===== config.mk =====
export PLATFORM = sky130hd
export DESIGN_NAME = mi44_ram
export DESIGN_NICKNAME = d
export VERILOG_FILES = /design/src/hw/rtl/mi44_ram.sv
export SDC_FILE = /design/constraint.sdc
export NUM_CORES = 1
export LEC_CHECK = 0
export BUFFER_PORTS_ARGS = -buffer_cell sky130_fd_sc_hd__buf_2
export CORE_MARGIN = 2
export CORE_UTILIZATION = 30
export CTS_BUF_LIST = sky130_fd_sc_hd__clkbuf_8
export CTS_CLUSTER_SIZE = 16
export DETAILED_ROUTE_END_ITERATION = 8
export HOLD_SLACK_MARGIN = 0.1
export PLACE_DENSITY_LB_ADDON = 0.15
export SYNTH_ARGS = -nofsm -noshare
export SYNTH_HDL_FRONTEND = slang
export SYNTH_SLANG_ARGS = --single-unit

===== constraint.sdc =====
create_clock -name aclk -period 4.8 [get_ports aclk]
set_clock_uncertainty 0.15 [all_clocks]
set_input_delay 0.48 -clock aclk [delete_from_list [all_inputs] [get_ports aclk]]
set_output_delay 0.48 -clock aclk [all_outputs]
set_load 0.01 [all_outputs]

===== src/hw/rtl/mi44_ram.sv =====
module mi44_ram #(
    parameter int WIDTH = 32,
    parameter int DEPTH = 16
) (
    input  logic                     aclk,
    input  logic                     wr_en,
    input  logic [$clog2(DEPTH)-1:0] wr_addr,
    input  logic [WIDTH-1:0]         wr_data,
    input  logic [$clog2(DEPTH)-1:0] rd_addr_a,
    input  logic [$clog2(DEPTH)-1:0] rd_addr_b,
    output logic [WIDTH-1:0]         rd_data_a,
    output logic [WIDTH-1:0]         rd_data_b
);

    logic [WIDTH-1:0] mem [DEPTH];

    // Write one port, read two registered ports
    always_ff @(posedge aclk) begin
        if (wr_en) begin
            mem[wr_addr] <= wr_data;
        end
        rd_data_a <= mem[rd_addr_a];
        rd_data_b <= mem[rd_addr_b];
    end

endmodule


=== After elaboration in Yosys (flattened, before gate mapping) ===
Memory sizes are Yosys's and may differ from the RTL's. A register that Yosys moved wholly into a read port is not among the register bits.
Index checks and enable logic that the tools add are counted.

* Add/sub/neg operators: 0
* Bitwise gates (word level): 0
* Shift-type cells: 0
* Multiply operators: 0
* Mux-type cells: 2
* Divide/modulo/power cells: 0
* Eq/ne operators: 0
* Reduce and logical (&&, ||, !) cells: 0
* Order comparisons: 0

{| class="wikitable"
|+ Operators with widths
! cell !! number
|-
| $mux 1 || 2
|}

* Bits in latches: 0
* Word-level logic and storage cells: 3
* Output and inout bits: 64
* Bits in registers: 0
* Memories: 1
* Input port bits: 46
* ROM bits: 0
* Bits in writable memories: 512

{| class="wikitable"
|+ Memories
! name !! words !! width !! read ports !! clocked after memory_dff !! wr ports !! RTL line !! source
|-
| mem || 16 || 32 || 2 || 2 || 1 || 15 || <nowiki>logic [WIDTH-1:0] mem [DEPTH];</nowiki>
|}

=== Depth between registers and ports, before layout ===
* Word-level depth: 2
* Gate-level depth with buffers: 5
* Depth with buffers taken out: 3

=== Worst setup path before layout ===
Ideal clock, no wire load.

* Kind: input port to flip-flop
* From: in wr_addr[2]
* To: mem mem[0][0], enable pin
* Cell stages on the path: 2
* Buffers on the path: 0
* Data arrival time: 3198 ps
* Setup time: 461 ps
* Path slack: 990 ps
* Required time: 4189 ps
* Cells stage by stage: or3b_2 > nor3_1

{| class="wikitable"
|+ RTL lines
! element !! RTL line !! source
|-
| start: declaration || 7 || <nowiki>input logic [$clog2(DEPTH)-1:0] wr_addr,</nowiki>
|-
| end: declaration || 15 ||
|}

Straight into the memory's write port.

=== Final worst setup path ===
* From: in wr_addr[3]
* To: mem mem[5][10], enable pin

Straight into the memory's write port.

==> impl_summary.log <==
INFO  metric wl_per_cell = about 27 microns
INFO  metric ir_worst_vdd = 0.165 mV
INFO  metric worstPathRequired = 5.00 ns
INFO  metric max_cap_violations = 0
INFO  metric ys_seq_elements = approximately 580
INFO  metric critical_path.cell_chain = buf_2 -> nand3b_1 -> nor2_4 -> buf_4
INFO  metric outcome = complete, no violations
INFO  metric pin_count_of_the_biggest_net_entering_global_routing = 76
INFO  metric finalNetCount = around 1,400
INFO  metric finalPower = around 11 mW
INFO  metric layout_common_cells = 512 x sky130_fd_sc_hd__edfxtp_1, 256 x sky130_fd_sc_hd__mux4_2, 128 x sky130_fd_sc_hd__a22oi_1
INFO  metric worst_r2r_startpoint = mem[3][6]$_DFFE_PP_
INFO  metric proportion_of_layout_cells_with_a_drive_suffix_above_1 = around two fifths
INFO  metric min_path_type = primary input to register
INFO  metric report.final.setup_viol = 0
INFO  metric synth_warnings = 0
INFO  metric hold-path-endpoint = rd_data_a[28]$_DFF_P_
INFO  metric timing.hold.worst_path_depth = 4
INFO  metric timing.fmax = approximately 0.45 GHz
INFO  metric finalHoldWorstSlack = 0.275 ns
INFO  metric clk_pin_slew = around 0.05 ns
INFO  metric fin_setup_tns = 0 ns
INFO  metric commonest_non_fill_non_tap_cell_in_the_layout = sky130_fd_sc_hd__edfxtp_1
INFO  metric std_cell_rows = between 100 and 150
INFO  metric slew_violations = 0
INFO  metric non_filler_cells_final = about 2,500
INFO  metric detailedRoute.firstPassIterationCount = 5
INFO  metric min_period_over_period = a little under half
INFO  metric grt_first_pass_wirelength = approximately 97,000 microns
INFO  metric dpl.hpwl = between 30,000 and 40,000 microns
INFO  metric vias = 12,813
INFO  metric netlist_area = ~24,000 sq um
INFO  metric fillCellCount = roughly 7,600
INFO  metric syn-num-nets = 1,187
INFO  metric syn-mean-instance-area = ~21 sq um
INFO  metric sequential_cell_area = around 17,000 sq um
INFO  metric vias_in_the_first_global_route = 13,975
INFO  metric worstPathMaxFanout = 20
INFO  metric route.detailed.drc = 0
INFO  metric wirelength = between 60,000 and 70,000 microns
INFO  metric grt_remaining_overflow = 0
INFO  metric power.density_cell_area = between 300 and 400 nW/um^2
INFO  metric reg2reg_setup_slack = slightly below 3 ns
INFO  metric ys_types = 17
INFO  metric die_height = approximately 290 microns
INFO  metric clockBufferDepth = 3
INFO  metric floorplan.initialDensity = just over 30%
INFO  metric worst_skew_pair.late_latency = 0.68 ns
INFO  metric ios = 110
INFO  metric dp_cells = 2,263
INFO  metric cts_root_buffer = sky130_fd_sc_hd__clkbuf_8
INFO  metric area_growth_syn_to_layout = 17.2%
INFO  metric synth_seq_area_share = 68.9%
INFO  metric rr_worst_depth = 3
INFO  metric drt_iter0_drc = slightly above 900
INFO  metric cp_slowest_stage_delay = around 0.95 ns
INFO  metric cts_tree = done
INFO  metric fp.dieArea = 82,900 sq um
INFO  metric routed_via_density = 5.16
INFO  metric criticalPathCategory = primary input to register
INFO  metric cts_inserted_buffers = 102
INFO  metric detail-route-antenna-nets = 0
INFO  metric groute.usage.overall = 16.6%
INFO  metric worst-slew-pin-transition = 1.08 ns
INFO  metric multi_input_comb_area = slightly above 7000 sq um
INFO  metric slew-limit-headroom = between 20% and 30%
INFO  metric cts_max_level = 3
INFO  metric synthesis.instances = ~1,100
INFO  metric synth_top_cell_by_area = sky130_fd_sc_hd__edfxtp_1
INFO  metric worstSetupEndpointType = register
INFO  metric gp_routability_congestion = approximately 0.71
INFO  metric synth_top_area_share = about 64%
INFO  metric clock_sink_count = between 500 and 600
INFO  metric timing.final.crit_period = around 2.2 ns
INFO  metric critical_path.slowest_cell = sky130_fd_sc_hd__nor2_4
INFO  metric timing_hold_violations_final = 0
INFO  metric io_buffers = about 110
INFO  metric die_width = 288 microns
INFO  metric power.static_leakage = 9.34 nW
INFO  metric core_region_area = about 80,000 sq um
INFO  metric grt_setup_unrepaired = false
INFO  metric worst_r2r_endpoint = rd_data_a[6]$_DFF_P_
INFO  metric signal_arrival_time_at_the_worst_endpoint = ~2.4 ns
INFO  metric hp-start = rd_addr_a[3]
INFO  metric grt_antenna_before_repair = 1
INFO  metric post_synth_main_area_contributors = sky130_fd_sc_hd__edfxtp_1 64%, sky130_fd_sc_hd__mux4_2 24%, sky130_fd_sc_hd__dfxtp_1 5.3%
INFO  metric critPathLaunchType = primary input
metal layers:
layer / part of all wire (%) / GRT usage, %
met4: 2.4 / 4.49
met1: 46 / 23.5
met2: 46 / 25.3
met3: 5.8 / 4.11
met5: 0 / 0
layout make-up:
cell class                 instances  area share (%)
clock buffer                     110            5.34
clock inverter                    78            1.23
sequential                       576            58.8
timing repair buffer             180            4.29
multi-input combinational        479            25.7
antenna                            1         0.00883
tap                             1060            4.68
metrics by stage:
stage	setup WS, ns	util, %	instance area, sq um
6_report	2.60	35.4	28300
3_3_place_gp	1.91	32.6	26200
3_5_place_dp	1.84	32.6	26200
4_1_cts	2.61	35.4	28300
5_1_grt	2.53	35.4	28300
2_1_floorplan	0.990	-	24200
report_power, final:
part / leakage [nW] / switching [mW] / internal, mW
clock network: 1.15 / 2.01 / 2.15
logic: 3.02 / 0.502 / 0.380
registers: 5.16 / 0.0579 / 5.61
total: 9.34 / 2.57 / 8.14
flip-flops by register name, summed over array words and instances (netlist names):
signal,cells
rd_data_a,32
mem,512
rd_data_b,32
what timing repair did:
action | CTS | global route
endpoints found under the hold margin | 512 | 0
setup endpoints to repair | 0 | 0
setup buffers | 0 | 0
resized for setup | 0 | 0
hold buffers | 32 | 0
cells in the mapped netlist:
master	number
sky130_fd_sc_hd__nand3_1	1
sky130_fd_sc_hd__nand3b_1	2
sky130_fd_sc_hd__mux4_2	256
sky130_fd_sc_hd__edfxtp_1	512
sky130_fd_sc_hd__clkbuf_1	39
sky130_fd_sc_hd__buf_4	18
sky130_fd_sc_hd__nor2_1	14
sky130_fd_sc_hd__or3b_2	1
sky130_fd_sc_hd__and2_1	2
sky130_fd_sc_hd__nor3_1	4
sky130_fd_sc_hd__buf_2	16
sky130_fd_sc_hd__nor2b_1	4
sky130_fd_sc_hd__buf_1	13
sky130_fd_sc_hd__nand2b_1	2
sky130_fd_sc_hd__dfxtp_1	64
sky130_fd_sc_hd__a22oi_1	128
sky130_fd_sc_hd__nand2_1	65
kinds of logic after synthesis:
logic type	after synthesis	share of synthesized area [%]
AND/OR/NAND/NOR	95	1.63
AO/OA/AOI/OAI	128	3.97
flip-flops	576	68.9
multiplexers	256	23.8
buffers and inverters	86	1.70
critical path: cells and delay by family:
kind          cells  cell delay (ns)
simple gates      2             1.34
buf+inv           2             0.56
worst max path at each step:
stage	slack (ns)	cells past startpoint	from	to
CTS	2.61	4	wr_addr[3]	mem[5][8]$_DFFE_PP_
floorplan	0.99	2	wr_addr[2]	mem[0][0]$_DFFE_PP_
finish	2.60	4	wr_addr[3]	mem[5][10]$_DFFE_PP_
detailed placement	1.84	4	wr_addr[3]	mem[5][4]$_DFFE_PP_
global placement	1.91	4	wr_addr[3]	mem[5][22]$_DFFE_PP_
global route	2.53	4	wr_addr[3]	mem[5][8]$_DFFE_PP_
No activity file was read; power rests on OpenSTA's default activity.
