## config.mk

```make
export PLATFORM = sky130hd
export DESIGN_NAME = mi44_front
export DESIGN_NICKNAME = d
export VERILOG_FILES = /design/src/hw/rtl/mi44_pkg.sv /design/src/hw/rtl/mi44_front.sv
export SDC_FILE = /design/constraint.sdc
export NUM_CORES = 1
export LEC_CHECK = 0
export BUFFER_PORTS_ARGS = -buffer_cell sky130_fd_sc_hd__buf_4
export CAP_MARGIN = 30
export CORE_ASPECT_RATIO = 2
export CORE_MARGIN = 2
export CORE_UTILIZATION = 38
export CTS_BUF_LIST = sky130_fd_sc_hd__clkbuf_4 sky130_fd_sc_hd__clkbuf_8 sky130_fd_sc_hd__clkbuf_16
export DETAILED_ROUTE_END_ITERATION = 8
export GPL_TIMING_DRIVEN = 1
export PLACE_DENSITY = 0.84
export SYNTH_ARGS = -nofsm -noshare
export SYNTH_HDL_FRONTEND = slang
export SYNTH_SLANG_ARGS = --single-unit
```

## constraint.sdc

```tcl
create_clock -name aclk -period 1.7 [get_ports aclk]
set_clock_uncertainty 0.1 [all_clocks]
set_input_delay 0.17 -clock aclk [delete_from_list [all_inputs] [get_ports aclk]]
set_output_delay 0.17 -clock aclk [all_outputs]
set_load 0.02 [all_outputs]
```

## src/hw/rtl/mi44_pkg.sv

```systemverilog
package mi44_pkg;

    // Element and stream widths
    localparam int ELEM_W    = 32;
    localparam int EPS_W     = 17;
    localparam int MAT_N     = 16;
    localparam int IDX_W     = 4;
    localparam int CNT_W     = 5;
    localparam int FRAC_BITS = 16;

    // Wide intermediate values stay within +-(2^62 - 1)
    localparam int WIDE_W    = 63;
    localparam int MAG_W     = WIDE_W - 1;
    localparam int PROD_W    = ELEM_W + MAG_W;
    localparam int QUO_BITS  = 33;
    localparam int DIV_W     = MAG_W + QUO_BITS;
    localparam int DCNT_W    = 6;

    localparam logic [EPS_W-1:0] EPS_RESET = EPS_W'(1);

    // Job handed from the load side to the compute side
    typedef struct packed {
        logic [EPS_W-1:0] eps;
    } cmd_t;

    // Where the second multiplier operand comes from
    typedef enum logic [1:0] {
        SRC_ELEM,
        SRC_T,
        SRC_COF
    } bsrc_t;

    // What the product does to the running sums
    typedef enum logic [2:0] {
        OP_T_LOAD,
        OP_T_SUB,
        OP_D_LOAD,
        OP_D_SUB,
        OP_D_ADD
    } acc_op_t;

    typedef enum logic {
        PH_COF,
        PH_DET
    } phase_t;

    typedef enum logic [3:0] {
        BK_IDLE,
        BK_RD,
        BK_M0,
        BK_M1,
        BK_M2,
        BK_RND,
        BK_ACC,
        BK_EM_RD,
        BK_DV_INIT,
        BK_DV_STEP,
        BK_DV_RND,
        BK_EM_OUT
    } bk_state_t;

    // One multiply-accumulate step of a 3x3 cofactor
    typedef struct packed {
        logic [1:0] ar;
        logic [1:0] ac;
        logic [1:0] br;
        logic [1:0] bc;
        bsrc_t      bsrc;
        acc_op_t    op;
    } step_t;

    // Pick the n-th row or column of the minor that leaves out x
    function automatic logic [1:0] skip_idx(input logic [1:0] x, input logic [1:0] n);
        return (n < x) ? n : n + 2'd1;
    endfunction

    // Minor expansion along its first row, nine products
    function automatic step_t cof_step(input logic [3:0] s);
        step_t r;
        unique case (s)
            4'd0:    r = '{2'd1, 2'd1, 2'd2, 2'd2, SRC_ELEM, OP_T_LOAD};
            4'd1:    r = '{2'd1, 2'd2, 2'd2, 2'd1, SRC_ELEM, OP_T_SUB};
            4'd2:    r = '{2'd0, 2'd0, 2'd0, 2'd0, SRC_T,    OP_D_LOAD};
            4'd3:    r = '{2'd1, 2'd0, 2'd2, 2'd2, SRC_ELEM, OP_T_LOAD};
            4'd4:    r = '{2'd1, 2'd2, 2'd2, 2'd0, SRC_ELEM, OP_T_SUB};
            4'd5:    r = '{2'd0, 2'd1, 2'd0, 2'd0, SRC_T,    OP_D_SUB};
            4'd6:    r = '{2'd1, 2'd0, 2'd2, 2'd1, SRC_ELEM, OP_T_LOAD};
            4'd7:    r = '{2'd1, 2'd1, 2'd2, 2'd0, SRC_ELEM, OP_T_SUB};
            4'd8:    r = '{2'd0, 2'd2, 2'd0, 2'd0, SRC_T,    OP_D_ADD};
            default: r = '{2'd0, 2'd0, 2'd0, 2'd0, SRC_ELEM, OP_T_LOAD};
        endcase
        return r;
    endfunction

endpackage

```

## src/hw/rtl/mi44_front.sv

```systemverilog
module mi44_front (
    input  logic                         aclk,
    input  logic                         aresetn,
    input  logic                         s_tvalid,
    output logic                         s_tready,
    input  logic [mi44_pkg::ELEM_W-1:0]  s_tdata,
    input  logic                         s_tlast,
    input  logic                         cfg_we,
    input  logic [mi44_pkg::EPS_W-1:0]   cfg_wdata,
    input  logic                         job_pending,
    output logic                         ram_we,
    output logic [mi44_pkg::IDX_W-1:0]   ram_waddr,
    output logic [mi44_pkg::ELEM_W-1:0]  ram_wdata,
    output logic                         cmd_push,
    output mi44_pkg::cmd_t               cmd
);
    import mi44_pkg::*;

    logic [CNT_W-1:0] load_count_reg;
    logic [EPS_W-1:0] eps_reg;
    logic             accept;

    // Hold off new elements while a matrix is outstanding
    assign s_tready  = !job_pending;
    assign accept    = s_tvalid && s_tready;
    assign ram_we    = accept && (load_count_reg < CNT_W'(MAT_N));
    assign ram_waddr = load_count_reg[IDX_W-1:0];
    assign ram_wdata = s_tdata;
    assign cmd_push  = accept && s_tlast;
    assign cmd.eps   = eps_reg;

    // Count loaded elements, restart on the last mark
    always_ff @(posedge aclk) begin
        if (!aresetn) begin
            load_count_reg <= '0;
        end else if (accept) begin
            if (s_tlast) begin
                load_count_reg <= '0;
            end else if (load_count_reg < CNT_W'(MAT_N)) begin
                load_count_reg <= load_count_reg + CNT_W'(1);
            end
        end
    end

    // Threshold register
    always_ff @(posedge aclk) begin
        if (!aresetn) begin
            eps_reg <= EPS_RESET;
        end else if (cfg_we) begin
            eps_reg <= cfg_wdata;
        end
    end

endmodule

```

Yosys cells after proc, flatten, opt, wreduce, memory -nomap -nowiden

Cells that the tools add are included.

$add $sub $neg: 1
$mul: 0
Div/mod/pow operators: 0
$lt $le $gt $ge: 1
Eq/ne operators: 0
Shift-type cells: 0
Mux-type cells: 2
Bitwise operators: 0
Reduce and logical (&&, ||, !) cells: 6

Operators by type and width:

| cell                                               | count |
|---|---|
| two-way mux 5 bit                                  | 2 |
| adder 5 x 1 -> 5 bit (second input constant)       | 1 |
| less-than comparator 5 bit (second input constant) | 1 |
| logical AND 1 bit                                  | 3 |
| AND reduction 2 bit                                | 1 |
| nonzero test 2 bit                                 | 1 |
| logical NOT 1 bit                                  | 1 |

Register bits: 22
Latch bits: 0
Bits in writable memories: 0
ROM bits: 0
Input port bits: 55
Output and inout bits: 56
Logic and storage cells: 12
Memories: 0

Logic depth before layout (Yosys ltp)

Gate-level depths: netlist of run 1.

Depth in word-level cells: 3
Gate-level depth with buffers: 4

Worst setup path after synthesis of run 1

OpenSTA, ideal clock, no wires.

Path kind: reg-to-reg
Start: register load_count_reg[4]
End: register load_count_reg[3]
Library setup time: 0.074 ns
Arrival: 1.027 ns
Required time: 1.526 ns
Setup slack: 0.499 ns
Stages on the path, launching flop included: 4
Buffers on the path: 0
Period minus slack after synthesis: 1.201 ns
Cell sequence: dfxtp_1 nand4b_1 or4_1 a31oi_1

Longest elaborated chain between the ends: 3

Ends and longest elaborated chain:

| element                       | line             | source |
|---|---|---|
| from (decl)                   | mi44_front.sv:19 | `logic [CNT_W-1:0] load_count_reg;` |
| from (signal assigned)        | mi44_front.sv:40 | `load_count_reg <= load_count_reg + CNT_W'(1);` |
| less-than comparator 5 bit    | mi44_front.sv:39 | `end else if (load_count_reg < CNT_W'(MAT_N)) begin` |
| nonzero test 2 bit (no line)  | -                |  |
| AND reduction 2 bit (no line) | -                |  |

Every way passes these cells.
A chain may end at the register's enable or synchronous reset.

Final worst setup path of run 1

Start: input aresetn
End: register load_count_reg[4]

RTL lines:

| element     | line            | source |
|---|---|---|
| from (decl) | mi44_front.sv:3 | `input logic aresetn,` |

No word-level cell between the ends.

==> metrics.md, run 1 <==
| Metric | Value |
|---|---|
| Initial Utilization | 39.2% |
| Crit-path cells | dlygate4sd3_1, buf_4, inv_1, nor3_1 |
| Largest vdd supply drop | 345 uV |
| Crit path launch type | primary input |
| Grt ovf | 0 |
| Slew at the pin closest to its max-slew limit | 0.600 ns |
| Reg2reg setup slack | 0.37 ns |
| Root Buffer Master | clkbuf_8 |
| Fraction of layout cells with a size suffix above 1 | 38.8% |
| Total GRT Usage | 12.7% |
| CTS Sinks | 22 |
| Nets@finish | 191 |
| Hold Path Stages | 3 |
| Dpl hpwl | 1.80 mm |
| Final setup vio count | 0 |
| Status | finished, final reports clean |
| DIE HEIGHT | 81.5 um |
| Crit Path Category | primary input to register |
| Post-synthesis sequential area ratio | 38.6% |
| Crit share post-route | 83.2% |
| Chip width | 42.8 um |
| Count of flip-flops with a built-in enable after synthesis | 0 |
| Post-Syn Instances | 123 |
| Final std cells w/o fill | 164 |
| Reg clk slew, reported paths | 0.07 ns |
| Fmax achieved | 707 MHz |
| Synth Cell Area | 1140 sq um |
| Max FFs per register | 17 |
| Syn Area/Cell | 9.28 sq um |
| Num CTS Buffers | 3 |
| Reg-to-reg endpoint | load_count_reg[2]$_SDFFE_PN0P_ |
| Max-cap check violation count | 0 |
| CP Data Required Time | 1.71 ns |
| RSZ-0062 raised after global routing | no |
| Final Max Slew Viols | 0 |
| Placed Instances | 159 |
| Max H-tree Level | 1 |
| Most instantiated cells after synthesis | buf_4, dfxtp_1, mux2i_1, nor2_1, nand2_1 |
| Drc violations | 0 |
| Max Root-Sink Buffers | 2 |
| RR Startpoint | load_count_reg[4]$_SDFFE_PN0P_ |
| Leakage | 0.641 nW |
| Io pins | 111 |
| Final hold vios | 0 |
| R2R depth | 3 |
| Iter 0 DRT Violations | 9 |
| Critical path fanouts, max | 21 |
| Worst setup EP type | register |
| FP Rows | 28 |
| CTS tree | yes |
| Post-route setup TNS | 0 ns |
| CP max stage delay | 0.54 ns |
| First-pass GRT wire length | 3.45 mm |
| Slew margin rel. | 60.0% |
| DIE AREA | 3480 sq um |
| Area contributors post-synth | dfxtp_1, buf_4, mux2i_1 |
| Largest net degree at the start of global routing | 22 |
| Core Box Area | 2910 sq um |
| Worst skew pair latency | 0.26 ns |
| Antenna viol nets, final | 0 |
| Layout area overhead | 15.2% |
| Final wirelength | 2.18 mm |
| PortBufs | 46 |
| Number of diodes | 0 |
| Hold Startpoint | cfg_wdata[0] |
| Ys async rst share | 0% |
| GPL Wtd Cong | 0.737 |
| Min Tclk post-route | 1.41 ns |
| Vias in the first global route | 819 |
| Yosys warns | 0 |
| Setup Buffers After CTS | 0 |
| # fillers | 285 |
| Top FF cell, synth | dfxtp_1 |
| Cell with the most instances after synthesis | buf_4 |
| Yosys cell types | 23 |
| Via count | 823 |
| PD cells | 923 nW/um^2 |
| Synth Register Bits | 22 |
| DR vias/cell | 5.02 |
| Hold Crit Class | primary input to register |
| Worst Hold Path EP | cmd[0]$_SDFFE_PN1P_ |
| Initial antenna violation count | 0 |
| Total iterations of the first detailed-routing run | 4 |
| Slowest CP cell | dlygate4sd3_1 |
| Critical path data arrival time | 1.43 ns |
| Syn_nets | 179 |
| Cell taking the most area after synthesis | dfxtp_1 |
| Area share of the leading cell type in the synthesized netlist | 38.6% |
| Wire per inst | 13.3 um |
[worst max path at each step]
| stage | cells past startpoint | slack, ns | endpoint | start |
|---|---|---|---|---|
| after floorplan | 3 | 0.50 | load_count_reg[3]$_SDFFE_PN0P_ | load_count_reg[4]$_SDFFE_PN0P_ |
| after global placement | 3 | 0.45 | load_count_reg[2]$_SDFFE_PN0P_ | load_count_reg[4]$_SDFFE_PN0P_ |
| after detailed placement | 3 | 0.37 | load_count_reg[3]$_SDFFE_PN0P_ | load_count_reg[2]$_SDFFE_PN0P_ |
| after CTS | 4 | 0.26 | load_count_reg[4]$_SDFFE_PN0P_ | aresetn |
| after global routing | 4 | 0.19 | load_count_reg[4]$_SDFFE_PN0P_ | aresetn |
| final | 4 | 0.29 | load_count_reg[4]$_SDFFE_PN0P_ | aresetn |
[worst max-delay path: cells and delay by family]
family	cells	cell delay (ns)
buf+inv	3	1.12
simple gates	1	0.14
[area by class of cell]
cell class	instances	area (sq um)	area share, %
timing repair buffer	47	355	27.0
sequential	22	440	33.5
clock inverter	1	30.0	2.28
tap	30	37.5	2.85
multi-input combinational	59	403	30.6
clock buffer	3	41.3	3.14
inverter	2	7.51	0.571
[cells by family after synthesis]
logic type | count (synthesis) | share of synthesized area, %
buffers and inverters | 42 | 26.1
AND/OR/NAND/NOR | 34 | 15.7
flip-flops | 22 | 38.6
multiplexers | 17 | 14.9
adder cells (fa/ha/maj) | 1 | 1.10
AO/OA/AOI/OAI | 7 | 3.62
[power breakdown]
part	total [mW]	leakage [nW]	internal, mW	switching (mW)
Sequential	0.554	0.181	0.540	0.0134
Combinational	0.188	0.425	0.0975	0.0905
Clock	0.472	0.0357	0.314	0.158
[through the flow]
step / utilization (%) / setup slack, ns / hold slack, ns / total power, mW / area [sq um]
floorplan: - / 0.499 / 0.132 / 0.772 / 1140
global placement: 42.4 / 0.455 / 0.240 / 0.748 / 1230
detailed placement: 42.4 / 0.374 / 0.240 / 0.755 / 1230
CTS: 45.2 / 0.263 / 0.0186 / 1.23 / 1320
global route: 45.2 / 0.191 / 0.0469 / 1.27 / 1320
finish: 45.2 / 0.286 / 0.0257 / 1.21 / 1320
[timing repair]
| item | in CTS | in global routing |
|---|---|---|
| gates resized for setup | 0 | 0 |
| hold buffers | 1 | 0 |
| endpoints found under the hold margin | 1 | 0 |
[routing by layer]
layer  global-route usage [%]  share of wire [%]  up-vias  wire (um)
met5                        0                  0        -          0
met4                     10.6                3.1        0         67
met3                     6.15                 14       14        296
met2                     21.7                 54       51       1170
met1                     10.8                 30      364        646
li1                         -                  -      394          -
[layout by cell type, fill, tap and decap left out, drive strengths merged, types with 2 or more instances in the layout]
cell	Yosys	final
buf	38	46
dfxtp	22	22
nor2	17	17
mux2i	17	17
nand2	4	4
nand3b	3	3
clkbuf	2	3
nand2b	3	3
inv	2	2
o21ai	2	2
a21oi	2	2
a31oi	2	2
Note: power is estimated with default switching activity, not from simulation.
==> inputs of run 2 (changes only) <==
--- a/config.mk
+++ b/config.mk
@@ -9,11 +9,11 @@
 export CAP_MARGIN = 30
 export CORE_ASPECT_RATIO = 2
 export CORE_MARGIN = 2
-export CORE_UTILIZATION = 38
+export CORE_UTILIZATION = 36
 export CTS_BUF_LIST = sky130_fd_sc_hd__clkbuf_4 sky130_fd_sc_hd__clkbuf_8 sky130_fd_sc_hd__clkbuf_16
 export DETAILED_ROUTE_END_ITERATION = 8
 export GPL_TIMING_DRIVEN = 1
-export PLACE_DENSITY = 0.84
+export PLACE_DENSITY = 0.8
 export SYNTH_ARGS = -nofsm -noshare
 export SYNTH_HDL_FRONTEND = slang
 export SYNTH_SLANG_ARGS = --single-unit
==> constraint.sdc (replaced) <==
create_clock -name aclk -period 1.4 [get_ports aclk]
set_clock_uncertainty 0.1 [all_clocks]
set_input_delay 0.14 -clock aclk [delete_from_list [all_inputs] [get_ports aclk]]
set_output_delay 0.14 -clock aclk [all_outputs]
set_load 0.02 [all_outputs]
==> run 2 against run 1 <==
Against the previous run:
- non-clock buffer count grew 2
- sequential share of layout area down 0.63 points
- cell count grew 1.8%
- count of clock-buffer cells in the layout did not move
- design area grew 1.9%
- sequential power rose by 21%
- via count rose by 0.12%
- worst setup slack worse by 0.20 ns
- utilization fell by 1.8 points
- largest cell class unchanged
- largest power group unchanged
==> metrics.md, run 2 (synthesized netlist as in run 1, its figures left out) <==
| Metric | Value |
|---|---|
| Status | finished, final reports clean |
| Max FFs per register | 17 |
| Total power draw | 1.48 mW |
| DR vias/cell | 4.93 |
| Reg-to-reg endpoint | load_count_reg[3]$_SDFFE_PN0P_ |
| Top cell family by delay on the critical path | buffers and inverters |
| Hold Path Stages | 3 |
| Final wirelength | 2.20 mm |
| Hold Crit Class | primary input to register |
| CTS Sinks | 22 |
| FP Rows | 29 |
| Drc violations | 0 |
| Reg clk slew, reported paths | 0.08 ns |
| Critical path fanouts, max | 2 |
| Fmax achieved | 759 MHz |
| Reg2reg setup slack | 0.10 ns |
| Layout area overhead | 17.4% |
| Number of diodes | 0 |
| First-pass GRT wire length | 3.43 mm |
| Most common library cell in the layout ignoring fill and taps | buf_4 |
| Dpl ws | 0.0531 ns |
| PD cells | 1100 nW/um^2 |
| Commonest non-fill, non-tap cells in the layout | buf_4, dfxtp_1, nor2_1, mux2i_1, nand2_1 |
| Iter 0 DRT Violations | 8 |
| Max H-tree Level | 1 |
| GPL Wtd Cong | 0.817 |
| Fin worst setup slack | 0.0823 ns |
| Critical path data arrival time | 1.36 ns |
| Worst Hold Path EP | cmd[7]$_SDFFE_PN0P_ |
| Setup Buffers After CTS | 0 |
| Io pins | 111 |
| Core Box Area | 3080 sq um |
| RSZ-0062 raised after global routing | no |
| Crit-path cells | dlygate4sd3_1, buf_4, nand2_1, dlygate4sd3_1 |
| CP Data Required Time | 1.44 ns |
| Crit Path Category | primary input to register |
| R2R depth | 3 |
| Slowest CP cell | dlygate4sd3_1 |
| Worst skew pair latency | 0.25 ns |
| Buf+Inv Stages, Crit Path | 3 |
| Top cell by count, worst path | dlygate4sd3_1 |
| PortBufs | 46 |
| DIE HEIGHT | 83.6 um |
| Min Tclk post-route | 1.32 ns |
| Grt ovf | 0 |
| Max Root-Sink Buffers | 2 |
| Fraction of layout cells with a size suffix above 1 | 39.7% |
| Max-cap check violation count | 0 |
| Leakage | 0.650 nW |
| Hold Startpoint | cfg_wdata[7] |
| Crit share post-route | 94.1% |
| CP max stage delay | 0.55 ns |
| Placed instance area | 1240 sq um |
| Dpl hpwl | 1.60 mm |
| Final Max Slew Viols | 0 |
| Root Buffer Master | clkbuf_8 |
| Largest net degree at the start of global routing | 22 |
| Slew margin rel. | 76.4% |
| Initial antenna violation count | 0 |
| Antenna viol nets, final | 0 |
| Num CTS Buffers | 3 |
| Slew at the pin closest to its max-slew limit | 0.354 ns |
| Post-route setup TNS | 0 ns |
| DIE AREA | 3660 sq um |
| Total GRT Usage | 11.8% |
| Final setup vio count | 0 |
| Placed Instances | 161 |
| Final std cells w/o fill | 167 |
| Wire per inst | 13.1 um |
| Crit path launch type | primary input |
| Final hold vios | 0 |
| Vias in the first global route | 796 |
| Chip width | 43.8 um |
| Largest vdd supply drop | 612 uV |
| Initial Utilization | 37.0% |
| Via count | 824 |
| Final instance area | 1340 sq um |
| RR Startpoint | load_count_reg[2]$_SDFFE_PN0P_ |
| Worst setup EP type | register |
| Total iterations of the first detailed-routing run | 4 |
| Nets@finish | 193 |
| CTS tree | yes |
-- run 2: cell types whose count changed in the layout (fill, tap and decap cells not counted), sizes merged --
cell | before | now
dlygate4sd3 | 1 | 2
buf | 46 | 47
-- run 2: worst max-delay path by stage --
stage	start	end	slack [ns]	cells after the start
floorplan	load_count_reg[4]$_SDFFE_PN0P_	load_count_reg[3]$_SDFFE_PN0P_	0.20	3
global placement	load_count_reg[4]$_SDFFE_PN0P_	load_count_reg[2]$_SDFFE_PN0P_	0.14	3
detailed placement	load_count_reg[4]$_SDFFE_PN0P_	load_count_reg[2]$_SDFFE_PN0P_	0.05	3
CTS	load_count_reg[4]$_SDFFE_PN0P_	load_count_reg[2]$_SDFFE_PN0P_	0.04	3
global route	load_count_reg[2]$_SDFFE_PN0P_	load_count_reg[3]$_SDFFE_PN0P_	0.01	3
finish	aresetn	cmd[0]$_SDFFE_PN1P_	0.08	4
-- run 2: what timing repair did --
item,4_1_cts,5_1_grt
hold buffers,2,0
hold endpoints to repair,1,0
gates resized for setup,0,1
endpoints found under the setup margin,0,3
-- run 2: routing by layer --
metal | up-vias | wire, um | global-route usage [%]
met3 | 0 | 388 | 8.44
met2 | 75 | 962 | 16.4
met5 | - | 0 | 0
met4 | 0 | 0 | 4.13
met1 | 354 | 846 | 13.8
li1 | 395 | - | -
-- run 2: layout make-up --
cell class,instances,area [sq um]
fillers,296,1740
clock buffers,3,41.3
well taps,31,38.8
clock inverters,1,30.0
flip-flops and latches,22,440
repair buffers,49,373
inverters,2,7.51
multi-input cells,59,409
-- run 2: worst min-delay path, stage by stage --
cell and delay [ns]:
buf_4 0.07, mux2i_1 0.05, nor2_1 0.07
-- run 2: power by group --
group          total [mW]  switching, mW  internal (mW)
Combinational       0.235          0.112          0.123
Sequential          0.672         0.0162          0.656
Clock               0.573          0.192          0.381
Total                1.48          0.319           1.16
-- run 2: per-stage QoR --
step	hold slack (ns)	utilization, %
3_3_place_gp	0.180	40.3
6_report	0.0175	43.4
4_1_cts	0.0101	43.2
2_1_floorplan	0.102	-
5_1_grt	0.00837	43.4
3_5_place_dp	0.180	40.3
