File: config.mk
export PLATFORM = sky130hd
export DESIGN_NAME = mi44_queue
export DESIGN_NICKNAME = d
export VERILOG_FILES = /design/src/hw/rtl/mi44_pkg.sv /design/src/hw/rtl/mi44_queue.sv
export SDC_FILE = /design/constraint.sdc
export NUM_CORES = 1
export LEC_CHECK = 0
export ABC_AREA = 0
export BUFFER_PORTS_ARGS = -buffer_cell sky130_fd_sc_hd__buf_2
export CORE_AREA = 2 2 60 62
export DETAILED_ROUTE_END_ITERATION = 10
export DIE_AREA = 0 0 62 64
export PLACE_DENSITY = 0.69
export SYNTH_ARGS = -nofsm -noshare
export SYNTH_HDL_FRONTEND = slang
export SYNTH_SLANG_ARGS = --single-unit
File: constraint.sdc
create_clock -name aclk -period 4.7 [get_ports aclk]
set_input_delay 0.47 -clock aclk [delete_from_list [all_inputs] [get_ports aclk]]
set_output_delay 0.47 -clock aclk [all_outputs]
set_load 0.03 [all_outputs]
File: src/hw/rtl/mi44_pkg.sv
package mi44_pkg;

    // Element and stream widths
    localparam int ELEM_W    = 32;
    localparam int EPS_W     = 17;
    localparam int MAT_N     = 16;
    localparam int IDX_W     = 4;
    localparam int CNT_W     = 5;
    localparam int FRAC_BITS = 16;

    // Wide intermediate values stay within +-(2^62 - 1)
    localparam int WIDE_W    = 63;
    localparam int MAG_W     = WIDE_W - 1;
    localparam int PROD_W    = ELEM_W + MAG_W;
    localparam int QUO_BITS  = 33;
    localparam int DIV_W     = MAG_W + QUO_BITS;
    localparam int DCNT_W    = 6;

    localparam logic [EPS_W-1:0] EPS_RESET = EPS_W'(1);

    // Job handed from the load side to the compute side
    typedef struct packed {
        logic [EPS_W-1:0] eps;
    } cmd_t;

    // Where the second multiplier operand comes from
    typedef enum logic [1:0] {
        SRC_ELEM,
        SRC_T,
        SRC_COF
    } bsrc_t;

    // What the product does to the running sums
    typedef enum logic [2:0] {
        OP_T_LOAD,
        OP_T_SUB,
        OP_D_LOAD,
        OP_D_SUB,
        OP_D_ADD
    } acc_op_t;

    typedef enum logic {
        PH_COF,
        PH_DET
    } phase_t;

    typedef enum logic [3:0] {
        BK_IDLE,
        BK_RD,
        BK_M0,
        BK_M1,
        BK_M2,
        BK_RND,
        BK_ACC,
        BK_EM_RD,
        BK_DV_INIT,
        BK_DV_STEP,
        BK_DV_RND,
        BK_EM_OUT
    } bk_state_t;

    // One multiply-accumulate step of a 3x3 cofactor
    typedef struct packed {
        logic [1:0] ar;
        logic [1:0] ac;
        logic [1:0] br;
        logic [1:0] bc;
        bsrc_t      bsrc;
        acc_op_t    op;
    } step_t;

    // Pick the n-th row or column of the minor that leaves out x
    function automatic logic [1:0] skip_idx(input logic [1:0] x, input logic [1:0] n);
        return (n < x) ? n : n + 2'd1;
    endfunction

    // Minor expansion along its first row, nine products
    function automatic step_t cof_step(input logic [3:0] s);
        step_t r;
        unique case (s)
            4'd0:    r = '{2'd1, 2'd1, 2'd2, 2'd2, SRC_ELEM, OP_T_LOAD};
            4'd1:    r = '{2'd1, 2'd2, 2'd2, 2'd1, SRC_ELEM, OP_T_SUB};
            4'd2:    r = '{2'd0, 2'd0, 2'd0, 2'd0, SRC_T,    OP_D_LOAD};
            4'd3:    r = '{2'd1, 2'd0, 2'd2, 2'd2, SRC_ELEM, OP_T_LOAD};
            4'd4:    r = '{2'd1, 2'd2, 2'd2, 2'd0, SRC_ELEM, OP_T_SUB};
            4'd5:    r = '{2'd0, 2'd1, 2'd0, 2'd0, SRC_T,    OP_D_SUB};
            4'd6:    r = '{2'd1, 2'd0, 2'd2, 2'd1, SRC_ELEM, OP_T_LOAD};
            4'd7:    r = '{2'd1, 2'd1, 2'd2, 2'd0, SRC_ELEM, OP_T_SUB};
            4'd8:    r = '{2'd0, 2'd2, 2'd0, 2'd0, SRC_T,    OP_D_ADD};
            default: r = '{2'd0, 2'd0, 2'd0, 2'd0, SRC_ELEM, OP_T_LOAD};
        endcase
        return r;
    endfunction

endpackage

File: src/hw/rtl/mi44_queue.sv
module mi44_queue (
    input  logic           aclk,
    input  logic           aresetn,
    input  logic           push,
    input  mi44_pkg::cmd_t cmd_in,
    output logic           out_valid,
    output mi44_pkg::cmd_t cmd_out,
    input  logic           pop
);
    import mi44_pkg::*;

    cmd_t       slot_reg [2];
    logic       wr_ptr_reg;
    logic       rd_ptr_reg;
    logic [1:0] count_reg;

    assign out_valid = (count_reg != 2'd0);
    assign cmd_out   = slot_reg[rd_ptr_reg];

    // Store pushed jobs
    always_ff @(posedge aclk) begin
        if (push && count_reg != 2'd2) begin
            slot_reg[wr_ptr_reg] <= cmd_in;
        end
    end

    // Advance pointers and occupancy
    always_ff @(posedge aclk) begin
        if (!aresetn) begin
            wr_ptr_reg <= 1'b0;
            rd_ptr_reg <= 1'b0;
            count_reg  <= 2'd0;
        end else begin
            if (push && count_reg != 2'd2) begin
                wr_ptr_reg <= !wr_ptr_reg;
            end
            if (pop && out_valid) begin
                rd_ptr_reg <= !rd_ptr_reg;
            end
            priority if ((push && count_reg != 2'd2) && !(pop && out_valid)) begin
                count_reg <= count_reg + 2'd1;
            end else if (!(push && count_reg != 2'd2) && (pop && out_valid)) begin
                count_reg <= count_reg - 2'd1;
            end else begin
                count_reg <= count_reg;
            end
        end
    end

endmodule

Word level (Yosys, flattened, before mapping)
Memories as Yosys holds them, arrays and structs flattened. A register that Yosys moved wholly into a read port is not among the register bits.
Cells that the tools add are included.

word-level totals
  input bits = 21
  RAM bits = 34
  register bits after elaboration = 4
  memories = 1

cells by class
  equality and inequality tests = 1
  reduce and logical (&&, ||, !) cells = 10
  multiplexer cells = 6
  add/subtract/negate cells = 2

memory list
  name      words  bits a word  read ports  clocked after Yosys merged registers in  wr ports  RTL line          source
  slot_reg  2      17           1           1                                        1         mi44_queue.sv:12  cmd_t slot_reg [2];

operators by type and width
  cell                                               count
  logical AND 1 bit                                  4
  logical NOT 1 bit                                  4
  two-way mux 1 bit                                  4
  two-way mux 2 bit                                  2
  nonzero test 2 bit                                 2
  adder 2 x 1 -> 2 bit (second input constant)       1
  inequality test 2 bit (second input constant)      1
  subtractor 2 x 1 -> 2 bit (second input constant)  1

Depth between registers and ports, before layout
Gate-level depths: netlist (run 1).

  word-level depth = 6
  gate-level depth with buffers = 7

Worst setup path before layout (run 1)
No wires, ideal clock.

  kind = reg-to-reg
  from = reg count_reg[0]
  to = mem slot_reg[1][0] in the netlist's numbering, enable pin
  period minus slack after synthesis = 1.730 ns
  path slack = 2.970 ns
  buffers on the path = 0
  data required time = 4.309 ns
  data arrival time = 1.339 ns
  stages on the path, launching flop included = 4
  library setup time = 0.391 ns
  path through = dfxtp_1 > nand2b_1 > nand2_1 > nor2_1

between the ends
  cells in the longest elaborated chain, start to end = 4

ends and longest elaborated chain
  item                                     RTL line          source
  start, declared                          mi44_queue.sv:15  logic [1:0] count_reg;
  start signal, assigned                   mi44_queue.sv:41  count_reg <= count_reg + 2'd1;
  start signal, assigned                   mi44_queue.sv:43  count_reg <= count_reg - 2'd1;
  start signal, assigned                   mi44_queue.sv:45  count_reg <= count_reg;
  inequality test 2 bit                    mi44_queue.sv:22  if (push && count_reg != 2'd2) begin
  logical AND 1 bit                        mi44_queue.sv:22
  two-way mux 1 bit                        mi44_queue.sv:22
  two-way mux 1 bit (implied by the code)  mi44_queue.sv:23  slot_reg[wr_ptr_reg] <= cmd_in;
  end, declared                            mi44_queue.sv:12

Every way passes these cells.

==> results of run 1 <==
worst max-delay path by stage:
stage | cells after the start | from | slack (ps) | to
4_1_cts | 2 | flip-flop | 2420 | cmd_out[13]
3_5_place_dp | 2 | flip-flop | 2810 | cmd_out[13]
6_report | 2 | flip-flop | 2450 | cmd_out[13]
3_3_place_gp | 2 | flip-flop | 2830 | cmd_out[13]
5_1_grt | 2 | flip-flop | 2340 | cmd_out[13]
2_1_floorplan | 3 | count_reg[0] | 2970 | slot_reg[1][0]
metrics by stage:
step	setup WS [ps]	hold slack, ps	total power [W]	cells
after CTS	2420	302	0.000997	170
after global placement	2830	495	0.000776	162
after detailed placement	2810	521	0.000787	162
after floorplan	2970	479	0.000704	79
after global routing	2340	291	0.00104	170
final	2450	319	0.000984	170
report_power, final:
group	switching [W]	internal, W
Combinational	0.000187	0.000115
Sequential	0.0000375	0.000435
Clock	0.000100	0.000109
Total	0.000324	0.000660
cells by family (layout without fill, tap and decap cells):
logic type / after synthesis / count (layout) / share of synthesized area
and+or+nand+nor: 9 / 9 / 0.0343
DFF: 39 / 39 / 0.769
xor gates and xnor gates: 3 / 3 / 0.0180
AOI/OAI and AO/OA: 5 / 5 / 0.0223
buffers and inverters: 5 / 50 / 0.0163
muxes: 17 / 17 / 0.131
adders and majority gates: 1 / 1 / 0.00858
layout make-up:
class | count | area, sq um
flip-flops and latches | 39 | 1120
fillers | 273 | 1510
well taps | 46 | 57.6
repair buffers | 39 | 198
multi-input cells | 35 | 313
clock inverters | 3 | 38.8
inverters | 3 | 11.3
clock buffers | 5 | 37.5
Yosys cell counts:
master,number
sky130_fd_sc_hd__o21ai_0,1
sky130_fd_sc_hd__nand3_1,1
sky130_fd_sc_hd__inv_1,3
sky130_fd_sc_hd__a21o_1,1
sky130_fd_sc_hd__mux2_2,7
sky130_fd_sc_hd__buf_2,1
sky130_fd_sc_hd__buf_4,1
sky130_fd_sc_hd__edfxtp_1,34
sky130_fd_sc_hd__or2_2,1
sky130_fd_sc_hd__xnor2_1,2
sky130_fd_sc_hd__ha_1,1
sky130_fd_sc_hd__or3_1,1
sky130_fd_sc_hd__nand2_1,1
sky130_fd_sc_hd__a21boi_1,2
sky130_fd_sc_hd__mux2_1,10
sky130_fd_sc_hd__o21ai_1,1
sky130_fd_sc_hd__dfxtp_1,5
sky130_fd_sc_hd__and2_1,3
sky130_fd_sc_hd__nor2_1,1
sky130_fd_sc_hd__xor2_1,1
sky130_fd_sc_hd__nand2b_1,1
routing by layer:
metal | track usage | vias to the layer above
met5 | 0 | -
met4 | 0.0798 | 0
met3 | 0.0506 | 7
met2 | 0.224 | 33
met1 | 0.113 | 394
li1 | - | 381
==> flow_summary.json, run 1 <==
{
  "outcome": "completed",
  "cts_inserted_buffers": 5,
  "syn-cell-area_sq_um": 1460,
  "die_x_um": 62,
  "timing_worst_setup_path_type": "flip-flop to primary output",
  "slew_headroom": 0.474,
  "io_buffer_count": 38,
  "worst_path_largest_cell_delay_ps": 850,
  "dr_wl_met2_um": 1290,
  "ir_drop_mv": 0.351,
  "grt_antenna_before_repair": 0,
  "grt_setup_unrepaired": "no",
  "drt_iter0_markers": 13,
  "yosys.cell_types.count": 21,
  "cp_num_buf_inv": 1,
  "r2r_setup_slk_ps": 3080,
  "dr.max_layer_used": "met4",
  "layout.cells.most_common": "sky130_fd_sc_hd__buf_2",
  "grt_usage": 0.127,
  "final.setup_skew_ps": 3.46,
  "timing.critical_path.fanout_max": 17,
  "ys_seq_area_frac": 0.769,
  "site_rows": 21,
  "final_cell_mix": "sky130_fd_sc_hd__buf_2, sky130_fd_sc_hd__edfxtp_1, sky130_fd_sc_hd__mux2_1",
  "finalNetCount": 145,
  "fp.coreArea_sq_um": 3280,
  "cts_tree": "done",
  "final_min_period_over_clock_period": 0.479,
  "detailed_placement_hpwl_um": 1640,
  "p_leak_nw": 0.688,
  "maxSlewViolCount": 0,
  "synth_area_leaders": "sky130_fd_sc_hd__edfxtp_1, sky130_fd_sc_hd__mux2_1, sky130_fd_sc_hd__dfxtp_1, sky130_fd_sc_hd__mux2_2, sky130_fd_sc_hd__and2_1",
  "timing.final.hold_violations": 0,
  "hold_path_end": "slot_reg[0][8]",
  "grt_overflow_total": 0,
  "cp_data_required_time_ps": 4230,
  "io-pin-count": 39,
  "hold_path_class": "input pin to flip-flop",
  "type_of_origin_of_the_critical_path": "flip-flop",
  "worst_slew_pin_slew_ps": 788,
  "timing.critical_path.to_type": "primary output",
  "placedInstanceArea_sq_um": 1700,
  "layout.core_utilization": 0.541,
  "setup_viol": 0,
  "worst_path_dominant_cell_family": "flip-flops",
  "worstRegToRegCells": 3,
  "cts.hold.buffers_added": 0,
  "clkTransAtPathRegs_ps": 100,
  "grt_first_pass_wirelength_um": 3460,
  "floorplan.die_area_sq_um": 3970,
  "synth_area_leader_cell": "sky130_fd_sc_hd__edfxtp_1",
  "max_clk_rate_ghz": 0.444,
  "antennaDiodeCount": 0,
  "routabilityCongestion": 0.659,
  "met1_length_um": 874,
  "dr.pass1.iters": 4,
  "final.setup.tns_ps": 0,
  "ctsResizeCount": 0,
  "synth_to_final_area_change_pct": 21.9,
  "synth_area_per_inst_sq_um": 18.5,
  "cts.htree.levels": 2,
  "worst_hold_startpoint": "cmd_in[8]",
  "clock-sinks": 39,
  "synth_cells": 79,
  "postLayoutCellArea_sq_um": 1780,
  "critical_path.reg2reg.startpoint": "count_reg[0]",
  "ys_warn_count": 0,
  "drt_via_density": 4.79,
  "timing.rr.end": "slot_reg[0][6]",
  "period_needed_ps": 2250,
  "synth_seq_cells": 39,
  "cts-root-to-sink-buffers": 2,
  "cp.arrival_ps": 1780,
  "routed_wire_length_per_instance_um": 14.0,
  "clk-insertion-delay-late_ps": 340,
  "synthesis.nets": 101,
  "cpMaxStageDelayCell": "sky130_fd_sc_hd__dfxtp_1",
  "hold_path_depth": 1,
  "cts_setup_buffers": 0,
  "power_per_cell_area_nw_per_um2": 554,
  "fp.dieH_um": 64,
  "drt_wl_total_um": 2380,
  "final_layout_size_suffix_gt1_frac": 0.435,
  "cts_root_buf": "sky130_fd_sc_hd__clkbuf_4",
  "synthDominantCellAreaShare": 0.700,
  "ant_nets": 0,
  "initial_core_util": 0.444,
  "maxCapViolCount": 0,
  "largest_register_ff_count": 34,
  "pin_count_of_the_biggest_net_entering_global_routing": 18,
  "remaining_drc_errors": 0,
  "vias": 815,
  "detailed_routed_wire_length_on_met3_um": 161,
  "worst_path_cell_chain": "mux2_2, buf_2",
  "grt_pass1_vias": 825
}
Power figures use the tool's default switching activity.
==> inputs of run 2 (changes only) <==
--- a/config.mk
+++ b/config.mk
@@ -5,12 +5,12 @@
 export SDC_FILE = /design/constraint.sdc
 export NUM_CORES = 1
 export LEC_CHECK = 0
-export ABC_AREA = 0
+export ABC_AREA = 1
 export BUFFER_PORTS_ARGS = -buffer_cell sky130_fd_sc_hd__buf_2
-export CORE_AREA = 2 2 60 62
+export CORE_AREA = 2 2 62 64
 export DETAILED_ROUTE_END_ITERATION = 10
-export DIE_AREA = 0 0 62 64
-export PLACE_DENSITY = 0.69
+export DIE_AREA = 0 0 64 66
+export PLACE_DENSITY = 0.7
 export SYNTH_ARGS = -nofsm -noshare
 export SYNTH_HDL_FRONTEND = slang
 export SYNTH_SLANG_ARGS = --single-unit
==> constraint.sdc (replaced) <==
create_clock -name aclk -period 1.9 [get_ports aclk]
set_input_delay 0.19 -clock aclk [delete_from_list [all_inputs] [get_ports aclk]]
set_output_delay 0.19 -clock aclk [all_outputs]
set_load 0.03 [all_outputs]
==> run 2 against run 1 <==
  * Largest power group unchanged
  * Register-to-register slack worse by 2700 ps
  * Sequential power rose by 140%
  * Setup slack worse by 2200 ps
  * Wire length decreased by 0.13%
  * Die area grew 6.5%
==> flow_summary.json, run 2 <==
{
  "synth_cells": 89,
  "placedInstanceArea_sq_um": 1790,
  "synthDominantCellAreaShare": 0.671,
  "share_of_the_synthesized_area_in_compound_gates_ao_oa_aoi_oai": 0.0205,
  "muxShareOfSynthArea": 0.150,
  "max_clk_rate_ghz": 0.591,
  "worst_setup_ep": "cmd_out[10]",
  "detailed_placement_hpwl_um": 1800,
  "ys_seq_area_frac": 0.736,
  "cts-root-to-sink-buffers": 2,
  "cts_root_buf": "sky130_fd_sc_hd__clkbuf_4",
  "cts_setup_buffers": 0,
  "fp.coreArea_sq_um": 3550,
  "vias": 850,
  "r2r_setup_slk_ps": 390,
  "synth_to_final_area_change_pct": 21.0,
  "synth_async_sr_flop_share": 0,
  "grt_usage": 0.127,
  "commonest_register_cell_after_synthesis": "sky130_fd_sc_hd__edfxtp_1",
  "timing.critical_path.to_type": "primary output",
  "grt_pass1_vias": 858,
  "worst_path_cell_chain": "buf_4, mux2_4, buf_2",
  "dominant_combinational_cell_family_by_area_after_synthesis": "multiplexers",
  "hold_path_class": "input pin to flip-flop",
  "ctsResizeCount": 0,
  "cts.htree.levels": 2,
  "grt_antenna_before_repair": 0,
  "slew_headroom": 0.840,
  "setup_viol": 0,
  "die_x_um": 64,
  "io_buffer_count": 38,
  "grt_overflow_total": 0,
  "cp_data_required_time_ps": 1710,
  "worst_slew_pin_slew_ps": 241,
  "cp.arrival_ps": 1500,
  "timing.critical_path.fanout_max": 8,
  "ant_nets": 0,
  "parity_gate_share_of_the_synthesized_area_counting_xor_and_xnor_cells": 0,
  "timing.rr.end": "count_reg[1]",
  "routed_wire_length_per_instance_um": 12.7,
  "outcome": "completed",
  "yosys.cell_types.count": 16,
  "period_needed_ps": 1690,
  "totalPowerFinal_w": 0.00237,
  "final.setup.tns_ps": 0,
  "finalNetCount": 160,
  "cts_tree": "done",
  "synthesis.nets": 111,
  "site_rows": 22,
  "cts.hold.buffers_added": 0,
  "final_layout_size_suffix_gt1_frac": 0.504,
  "power_per_cell_area_nw_per_um2": 1290,
  "routabilityCongestion": 0.637,
  "critical_path.reg2reg.startpoint": "count_reg[1]",
  "synth_area_per_inst_sq_um": 17.1,
  "grt_first_pass_wirelength_um": 3880,
  "drt_iter0_markers": 30,
  "synth-simple-area-share": 0.0444,
  "cts_inserted_buffers": 5,
  "worst_path_largest_cell_delay_ps": 450,
  "final_min_period_over_clock_period": 0.891,
  "arithmetic_cell_share_of_the_synthesized_area_counting_full_adders_half_adders_and_majority_gates": 0.00822,
  "drt_wl_total_um": 2370,
  "synth_area_leader_cell": "sky130_fd_sc_hd__edfxtp_1",
  "syn-cell-area_sq_um": 1520,
  "remaining_drc_errors": 0,
  "timing.final.hold_violations": 0,
  "grt_setup_unrepaired": "no",
  "final.setup_skew_ps": 5.03,
  "maxSlewViolCount": 0,
  "worstRegToRegCells": 8,
  "timing_worst_setup_path_type": "flip-flop to primary output",
  "dr.pass1.iters": 4,
  "io-pin-count": 39,
  "layout.cells.most_common": "sky130_fd_sc_hd__buf_2",
  "antennaDiodeCount": 0,
  "pin_count_of_the_biggest_net_entering_global_routing": 12,
  "initial_core_util": 0.429,
  "synth_enable_flop_cells": 34,
  "type_of_origin_of_the_critical_path": "flip-flop",
  "largest_register_ff_count": 34,
  "ir_drop_mv": 0.730,
  "postLayoutCellArea_sq_um": 1840,
  "maxCapViolCount": 0,
  "ys_top_cells_by_count": "sky130_fd_sc_hd__edfxtp_1, sky130_fd_sc_hd__mux2_4, sky130_fd_sc_hd__inv_1, sky130_fd_sc_hd__nor2_1",
  "ys_warn_count": 0,
  "cpMaxStageDelayCell": "sky130_fd_sc_hd__dfxtp_1",
  "nFillCells": 316,
  "clkTransAtPathRegs_ps": 110,
  "synth_area_leaders": "sky130_fd_sc_hd__edfxtp_1, sky130_fd_sc_hd__mux2_4, sky130_fd_sc_hd__dfxtp_1, sky130_fd_sc_hd__mux2_2, sky130_fd_sc_hd__inv_1",
  "clk-insertion-delay-late_ps": 320,
  "floorplan.die_area_sq_um": 4220,
  "synth_seq_cells": 39,
  "drt_via_density": 4.55,
  "p_leak_nw": 0.752,
  "final_cell_mix": "sky130_fd_sc_hd__buf_2, sky130_fd_sc_hd__edfxtp_1, sky130_fd_sc_hd__mux2_4",
  "fp.dieH_um": 66,
  "clock-sinks": 39,
  "most_numerous_cell_in_the_yosys_netlist": "sky130_fd_sc_hd__edfxtp_1"
}
-- run 2: critical path: cells and delay by family, from the launching register on --
family / cells / cell delay (ps)
flip-flops: 1 / 450
buffers and inverters: 2 / 420
multiplexers: 1 / 310
-- run 2: final cells by class --
| type | count | area [sq um] | share of cell area |
|---|---|---|---|
| multi-input cells | 40 | 345 | 0.187 |
| flip-flops and latches | 39 | 1120 | 0.609 |
| inverters | 8 | 30.0 | 0.0163 |
| clock buffers | 7 | 45.0 | 0.0245 |
| well taps | 48 | 60.1 | 0.0326 |
| repair buffers | 44 | 235 | 0.128 |
| clock inverters | 1 | 5.00 | 0.00272 |
-- run 2: cell families (layout without fill, tap and decap cells) --
group	count (synthesis)	count (layout)
AO/OA/AOI/OAI	5	5
multiplexers	17	17
adder cells (fa/ha/maj)	1	1
AND/OR/NAND/NOR	17	17
flip-flops	39	39
buffers and inverters	10	60
-- run 2: how the worst min path moves through the flow --
stage | start | to | slack [ps] | cells after the start
after CTS | cmd_in[2] | slot_reg[1][2] | 30 | 1
final | cmd_in[2] | slot_reg[1][2] | 50 | 1
after global routing | cmd_in[8] | slot_reg[0][8] | 20 | 1
after floorplan | cmd_in[0] | slot_reg[0][0] | 290 | 0
after global placement | cmd_in[2] | slot_reg[0][2] | 380 | 1
after detailed placement | cmd_in[15] | slot_reg[1][15] | 380 | 1
-- run 2: metrics by stage --
step / cells / util / setup slack, ps / hold WS [ps]
final: 187 / 0.519 / 207 / 46.0
after floorplan: 89 / - / 305 / 289
after detailed placement: 179 / 0.505 / 379 / 383
after CTS: 187 / 0.519 / 179 / 34.3
after global routing: 187 / 0.519 / 126 / 23.1
after global placement: 179 / 0.505 / 528 / 379
-- run 2: per-layer routing --
metal,wire (um),GRT usage,part of all wire,vias up
met5,0,0,0,-
met4,14,0.0543,0.0059,0
met3,177,0.0511,0.075,2
met2,1160,0.206,0.49,31
met1,1020,0.149,0.43,399
li1,-,-,-,418
-- run 2: where the power goes --
part	internal, W	switching (W)	total [W]
sequential	0.00109	0.0000555	0.00114
combinational	0.000330	0.000516	0.000846
clock	0.000144	0.000243	0.000388
